File: src/hw/rtl/bsfb_pkg.sv
`timescale 1ns / 1ps
// ----------------------------------------------------------------------------
// bsfb_pkg
// Shared constants and types of the byte-stuffing frame builder.
// ----------------------------------------------------------------------------
package bsfb_pkg;

  localparam logic [7:0] FLAG_BYTE = 8'h7E;
  localparam logic [7:0] ESC_BYTE  = 8'h7D;
  localparam logic [7:0] ESC_FLAG  = 8'h5E;
  localparam logic [7:0] ESC_ESC   = 8'h5D;
  localparam logic [7:0] ADDR_BYTE = 8'h03;

  // line byte slots of one item, in send order
  localparam int unsigned PH_FLAG0 = 0;
  localparam int unsigned PH_ADDR  = 1;
  localparam int unsigned PH_CTRL  = 2;
  localparam int unsigned PH_BCC1  = 3;
  localparam int unsigned PH_DESC  = 4;
  localparam int unsigned PH_DATA  = 5;
  localparam int unsigned PH_CESC  = 6;
  localparam int unsigned PH_BCC2  = 7;
  localparam int unsigned PH_FLAG1 = 8;
  localparam int unsigned NUM_PH   = 9;

  typedef logic [NUM_PH-1:0] ph_mask_t;

  typedef struct packed {
    logic [7:0] data;
    logic [7:0] ctrl;
    logic [7:0] bcc;
    ph_mask_t   mask;
  } item_t;

  function automatic logic needs_esc(input logic [7:0] b);
    return (b == FLAG_BYTE) || (b == ESC_BYTE);
  endfunction

  function automatic logic [7:0] esc_code(input logic [7:0] b);
    return (b == FLAG_BYTE) ? ESC_FLAG : ESC_ESC;
  endfunction

endpackage

File: src/hw/rtl/bsfb_load.sv
`timescale 1ns / 1ps
// ----------------------------------------------------------------------------
// bsfb_load
// Running XOR of the payload and the slot mask of the incoming item.
// ----------------------------------------------------------------------------
module bsfb_load (
  input  logic           clk_i,
  input  logic           rst_ni,
  input  logic           accept_i,
  input  logic [7:0]     data_i,
  input  logic           first_i,
  input  logic           last_i,
  input  logic [7:0]     ctrl_i,
  output bsfb_pkg::item_t item_o
);
  import bsfb_pkg::*;

  logic [7:0] chk_q, chk_d;
  logic [7:0] chk_new;

  assign chk_new = (first_i ? 8'h00 : chk_q) ^ data_i;
  assign chk_d   = last_i ? 8'h00 : chk_new;

  always_ff @(posedge clk_i or negedge rst_ni) begin
    if (!rst_ni) begin
      chk_q <= 8'h00;
    end else if (accept_i) begin
      chk_q <= chk_d;
    end
  end

  always_comb begin
    item_o.data           = data_i;
    item_o.ctrl           = ctrl_i;
    item_o.bcc            = chk_new;
    item_o.mask           = '0;
    item_o.mask[PH_FLAG0] = first_i;
    item_o.mask[PH_ADDR]  = first_i;
    item_o.mask[PH_CTRL]  = first_i;
    item_o.mask[PH_BCC1]  = first_i;
    item_o.mask[PH_DESC]  = needs_esc(data_i);
    item_o.mask[PH_DATA]  = 1'b1;
    item_o.mask[PH_CESC]  = last_i & needs_esc(chk_new);
    item_o.mask[PH_BCC2]  = last_i;
    item_o.mask[PH_FLAG1] = last_i;
  end

endmodule

File: src/hw/rtl/bsfb_emit.sv
`timescale 1ns / 1ps
// ----------------------------------------------------------------------------
// bsfb_emit
// Item register, line byte selection and output register.
// ----------------------------------------------------------------------------
module bsfb_emit (
  input  logic            clk_i,
  input  logic            rst_ni,
  input  bsfb_pkg::item_t item_i,
  input  logic            load_i,
  output logic            ready_o,
  input  logic            m_tready_i,
  output logic            m_tvalid_o,
  output logic [7:0]      m_tdata_o,
  output logic            m_tlast_o,
  output logic            m_tuser_o
);
  import bsfb_pkg::*;

  ph_mask_t   rem_q, rem_d;
  ph_mask_t   cur;
  logic [7:0] data_q, ctrl_q, bcc_q;
  logic       single, adv;
  logic [7:0] sel;
  logic       ovld_q;
  logic [7:0] obyte_q;
  logic       olast_q, oend_q;

  assign cur     = rem_q & (~rem_q + ph_mask_t'(1));
  assign single  = (rem_q != '0) && ((rem_q & (rem_q - ph_mask_t'(1))) == '0);
  assign adv     = (rem_q != '0) && (!ovld_q || m_tready_i);
  assign ready_o = (rem_q == '0) || (single && adv);

  always_comb begin
    priority if (cur[PH_FLAG0]) begin
      sel = FLAG_BYTE;
    end else if (cur[PH_ADDR]) begin
      sel = ADDR_BYTE;
    end else if (cur[PH_CTRL]) begin
      sel = ctrl_q;
    end else if (cur[PH_BCC1]) begin
      sel = ADDR_BYTE ^ ctrl_q;
    end else if (cur[PH_DESC]) begin
      sel = ESC_BYTE;
    end else if (cur[PH_DATA]) begin
      sel = needs_esc(data_q) ? esc_code(data_q) : data_q;
    end else if (cur[PH_CESC]) begin
      sel = ESC_BYTE;
    end else if (cur[PH_BCC2]) begin
      sel = needs_esc(bcc_q) ? esc_code(bcc_q) : bcc_q;
    end else begin
      sel = FLAG_BYTE;
    end
  end

  always_comb begin
    rem_d = rem_q;
    if (load_i) begin
      rem_d = item_i.mask;
    end else if (adv) begin
      rem_d = rem_q & ~cur;
    end
  end

  always_ff @(posedge clk_i or negedge rst_ni) begin
    if (!rst_ni) begin
      rem_q <= '0;
    end else begin
      rem_q <= rem_d;
    end
  end

  always_ff @(posedge clk_i) begin
    if (load_i) begin
      data_q <= item_i.data;
      ctrl_q <= item_i.ctrl;
      bcc_q  <= item_i.bcc;
    end
  end

  always_ff @(posedge clk_i or negedge rst_ni) begin
    if (!rst_ni) begin
      ovld_q <= 1'b0;
    end else if (adv) begin
      ovld_q <= 1'b1;
    end else if (m_tready_i) begin
      ovld_q <= 1'b0;
    end
  end

  always_ff @(posedge clk_i) begin
    if (adv) begin
      obyte_q <= sel;
      olast_q <= single;
      oend_q  <= cur[PH_FLAG1];
    end
  end

  assign m_tvalid_o = ovld_q;
  assign m_tdata_o  = obyte_q;
  assign m_tlast_o  = olast_q;
  assign m_tuser_o  = oend_q;

  a_load_when_free : assert property (@(posedge clk_i) disable iff (!rst_ni)
    load_i |-> (rem_q == '0) || (single && adv))
    else $error("item loaded over pending line bytes");

  a_hold_on_stall : assert property (@(posedge clk_i) disable iff (!rst_ni)
    (rem_q != '0) && ovld_q && !m_tready_i |=> $stable(rem_q))
    else $error("pending slots changed while output stalled");

  a_end_is_last : assert property (@(posedge clk_i) disable iff (!rst_ni)
    ovld_q && oend_q |-> olast_q)
    else $error("closing flag not marked as last of item");

  a_single_gives_last : assert property (@(posedge clk_i) disable iff (!rst_ni)
    adv && single |=> ovld_q && olast_q)
    else $error("final slot of item not flagged last");

endmodule

File: src/hw/rtl/byte_stuffing_frame_builder.sv
`timescale 1ns / 1ps
// ----------------------------------------------------------------------------
// byte_stuffing_frame_builder
// HDLC-like information frame builder with byte stuffing.
// ----------------------------------------------------------------------------
// Each accepted payload byte produces line bytes on the single output byte
// lane, one per cycle while m_axis_tready_i does not stall: 1 or 2 for a plain
// or escaped byte, plus 4 header bytes on the first byte of a frame and 2 to 3
// trailer bytes (BCC2 with its optional escape, closing flag) on the last, so
// an item yields 1 to 9 line bytes. The next item is taken in the cycle the
// current item's final byte moves to the output register: no gaps between items.
module byte_stuffing_frame_builder (
  input  logic        clk_i,
  input  logic        rst_ni,
  input  logic        s_axis_tvalid_i,
  output logic        s_axis_tready_o,
  input  logic [15:0] s_axis_tdata_i,  // [7:0] data_byte, [15:8] control_byte
  input  logic [0:0]  s_axis_tuser_i,  // [0] first_byte
  input  logic        s_axis_tlast_i,  // last_byte
  output logic        m_axis_tvalid_o,
  input  logic        m_axis_tready_i,
  output logic [7:0]  m_axis_tdata_o,  // [7:0] out_byte
  output logic [0:0]  m_axis_tuser_o,  // [0] frame_end
  output logic        m_axis_tlast_o   // run_last
);
  import bsfb_pkg::*;

  item_t item;
  logic  accept;
  logic  frame_end;

  assign accept = s_axis_tvalid_i && s_axis_tready_o;

  bsfb_load u_load (
    .clk_i    (clk_i),
    .rst_ni   (rst_ni),
    .accept_i (accept),
    .data_i   (s_axis_tdata_i[7:0]),
    .first_i  (s_axis_tuser_i[0]),
    .last_i   (s_axis_tlast_i),
    .ctrl_i   (s_axis_tdata_i[15:8]),
    .item_o   (item)
  );

  bsfb_emit u_emit (
    .clk_i      (clk_i),
    .rst_ni     (rst_ni),
    .item_i     (item),
    .load_i     (accept),
    .ready_o    (s_axis_tready_o),
    .m_tready_i (m_axis_tready_i),
    .m_tvalid_o (m_axis_tvalid_o),
    .m_tdata_o  (m_axis_tdata_o),
    .m_tlast_o  (m_axis_tlast_o),
    .m_tuser_o  (frame_end)
  );

  assign m_axis_tuser_o[0] = frame_end;

endmodule
File: config.mk
export PLATFORM = sky130hd
export DESIGN_NAME = byte_stuffing_frame_builder
export DESIGN_NICKNAME = d
export VERILOG_FILES = /design/src/hw/rtl/bsfb_pkg.sv /design/src/hw/rtl/bsfb_load.sv /design/src/hw/rtl/bsfb_emit.sv /design/src/hw/rtl/byte_stuffing_frame_builder.sv
export SDC_FILE = /design/constraint.sdc
export NUM_CORES = 1
export LEC_CHECK = 0
export BUFFER_PORTS_ARGS = -buffer_cell sky130_fd_sc_hd__buf_2
export CORE_MARGIN = 8
export CORE_UTILIZATION = 55
export DETAILED_ROUTE_END_ITERATION = 8
export PLACE_DENSITY = 0.86
export SETUP_SLACK_MARGIN = 0.5
export SYNTH_ARGS = -nofsm -noshare
export SYNTH_HDL_FRONTEND = slang
export SYNTH_SLANG_ARGS = --single-unit
File: constraint.sdc
create_clock -name clk_i -period 3.1 [get_ports clk_i]
set_input_delay 0.31 -clock clk_i [delete_from_list [all_inputs] [get_ports clk_i]]
set_output_delay 0.31 -clock clk_i [all_outputs]
set_load 0.05 [all_outputs]
==> run metrics <==
Iter 0 DRT Violations 189; Slew headroom 0.649; Worst setup SP type flip-flop; WS Path Type reg2out; pwr dens 1090 nW/um^2; Cells after DPL 300; Die W 84.2 um; CTS Root Buffer Type clkbuf_8; dominant cells by area after synthesis edfxtp_1 (40%), dfrtp_1 (18%), xnor2_1 (4.1%); Worst-Skew Late Latency 0.31 ns; Synth Register Bits 52; Synth area leader edfxtp_1; GRT Total Usage 0.154; share of cells above drive strength 1 0.241; R2R Path Start u_emit.rem_q[1]; reg2reg setup slack 0.79 ns; Mapped Area 2560 sq um; fmax 390 MHz; antenna viol nets, final 0; min Tclk post-route 2.56 ns; filler instances 335; Clock Tree Buf Depth 2; GPL Wtd Cong 0.902; WHS Path Cells 1; clock sinks 52; remaining global-route overflow 0; Pre-antenna DRT Iters 5; Worst-Margin Slew 0.525 ns; TNS Setup 0 ns; full die area 7090 sq um; top_reg_cell synth edfxtp_1; Yosys cell types 47; Max Slew Vio Count 0; Worst-path clk slew 0.10 ns; share of synthesized flip-flops with an asynchronous set or reset 0.346; DR WL/cell 17.8 um; num rows 25; Post-synth top cells edfxtp_1 (34), nor2_1 (22), dfrtp_1 (18); Non-Filler Instances 311; Num CTS Buffers 5; initial antenna violation count 0; Cells after Synth 222; register area 1480 sq um; clock skew 0.0100 ns; Via density 6.08; share of Yosys cell area claimed by the top area cell type 0.399; Final Setup Violations 0; dpl hpwl 3890 um; via count 1892; reg2reg path depth 6; Max IR drop VDD 0.428 mV; first-pass GRT wire length 8860 um; hold crit path type in2reg; CTS tree yes; EDFF count, synth 34; H-tree level count 2; Setup crit end kind output port; # diodes 0; Layout area overhead 15.8%; vias in the first global route 1850; core footprint 4600 sq um; Hold Path Origin s_axis_tdata_i[14]; beginning of the critical path u_emit.rem_q[1]; RSZ-0062 raised after global routing true; Residual DRC 0; final worst path period share 0.826; Critical R2R Capture u_emit.bcc_q[1]; Die Y-Extent 84.2 um; critical path required time 2.79 ns; largest net degree at the start of global routing 25; critical path peak fanout 11; port bufs 33; layout net count 278; most frequent cell after synthesis edfxtp_1; Initial Utilization 0.556; Hold EP u_emit.ctrl_q[6]; Ports 34; P_leak 1.14 nW; WL final 5540 um; final hold vios 0; mean cell area of the mapped netlist 11.5 sq um; status finished clean; post-synth net total 244; synth warn 0; sequential-to-total area share from yosys stat 0.576; number of max-cap violations 0; CP arrival 2.25 ns; area of the multi-input gates 1040 sq um
==> kinds of logic after synthesis <==
family	Yosys count	synth area share
xor+xnor	14	0.0480
compound gates	47	0.128
fa+ha+maj	1	0.00392
mux	8	0.0333
simple gates	77	0.174
buf+inv	23	0.0372
flops	52	0.576
==> layer usage <==
metal	track usage	vias to the layer above	routed length, um
met5	0	-	0
li1	-	877	-
met3	0.0426	16	369
met1	0.183	906	2280
met2	0.253	93	2750
met4	0.0691	0	140
==> stage by stage <==
step | setup WS [ns] | cell area (sq um) | hold WS (ns) | total power, mW | util
3_5_place_dp | 0.482 | 2780 | 0.283 | 2.71 | 0.604
5_1_grt | 0.432 | 2960 | 0.153 | 3.43 | 0.644
4_1_cts | 0.512 | 2910 | 0.163 | 3.15 | 0.632
6_report | 0.538 | 2960 | 0.171 | 3.24 | 0.644
3_3_place_gp | 0.498 | 2780 | 0.278 | 2.66 | 0.604
2_1_floorplan | 0.526 | 2560 | 0.0144 | 2.35 | -
==> where the power goes <==
group          total (mW)  internal, mW  switching (mW)  leakage (nW)
Combinational        1.54         0.590           0.949         0.560
Sequential           1.31          1.09           0.227         0.541
Clock               0.383         0.161           0.222        0.0414
Total                3.24          1.84            1.40          1.14
==> area by class of cell <==
type | instances | share of cell area
clock buffer | 6 | 0.0245
tap | 54 | 0.0228
sequential | 52 | 0.499
timing repair buffer | 38 | 0.0829
inverter | 12 | 0.0152
multi-input combinational | 147 | 0.350
clock inverter | 2 | 0.00550
==> worst max path at each step <==
stage                     slack [ns]  cells after the start          endpoint
after floorplan                 0.53                      5   s_axis_tready_o
after global routing            0.43                      6   s_axis_tready_o
final                           0.54                      6   s_axis_tready_o
after global placement          0.50                      5  u_emit.ctrl_q[0]
after CTS                       0.51                      6   s_axis_tready_o
after detailed placement        0.48                      5  u_emit.ctrl_q[0]
==> registers in the layout (all words and copies together), names as in the netlist <==
register	cells
u_emit.m_tvalid_o	1
u_emit.m_tuser_o	1
u_emit.ctrl_q	8
u_emit.m_tlast_o	1
u_emit.m_tdata_o	8
u_emit.bcc_q	8
u_emit.data_q	8
u_emit.rem_q	9
u_load.chk_q	8
==> critical path: stages (launching register included) <==
cell	delay [ns]
dfrtp_2	0.48
or4_4	0.57
nor3_4	0.28
nor4_2	0.11
nor4_1	0.17
or3_1	0.15
buf_4	0.19
==> layout by cell type, fill, tap and decap left out, drive strengths merged, types with 10 or more instances in the layout <==
master	instances
a21oi	12
buf	37
dfrtp	18
edfxtp	34
inv	12
nand2b	13
nor2	22
o21ai	10
xnor2	12
==> timing repair <==
item	4_1_cts	5_1_grt
resized for setup	10	4
hold buffers	1	0
buffers inserted	0	2
endpoints found under the hold margin	18	0
setup endpoints to repair	24	26
pin swaps	1	2
No activity file was read; power rests on OpenSTA's default activity.
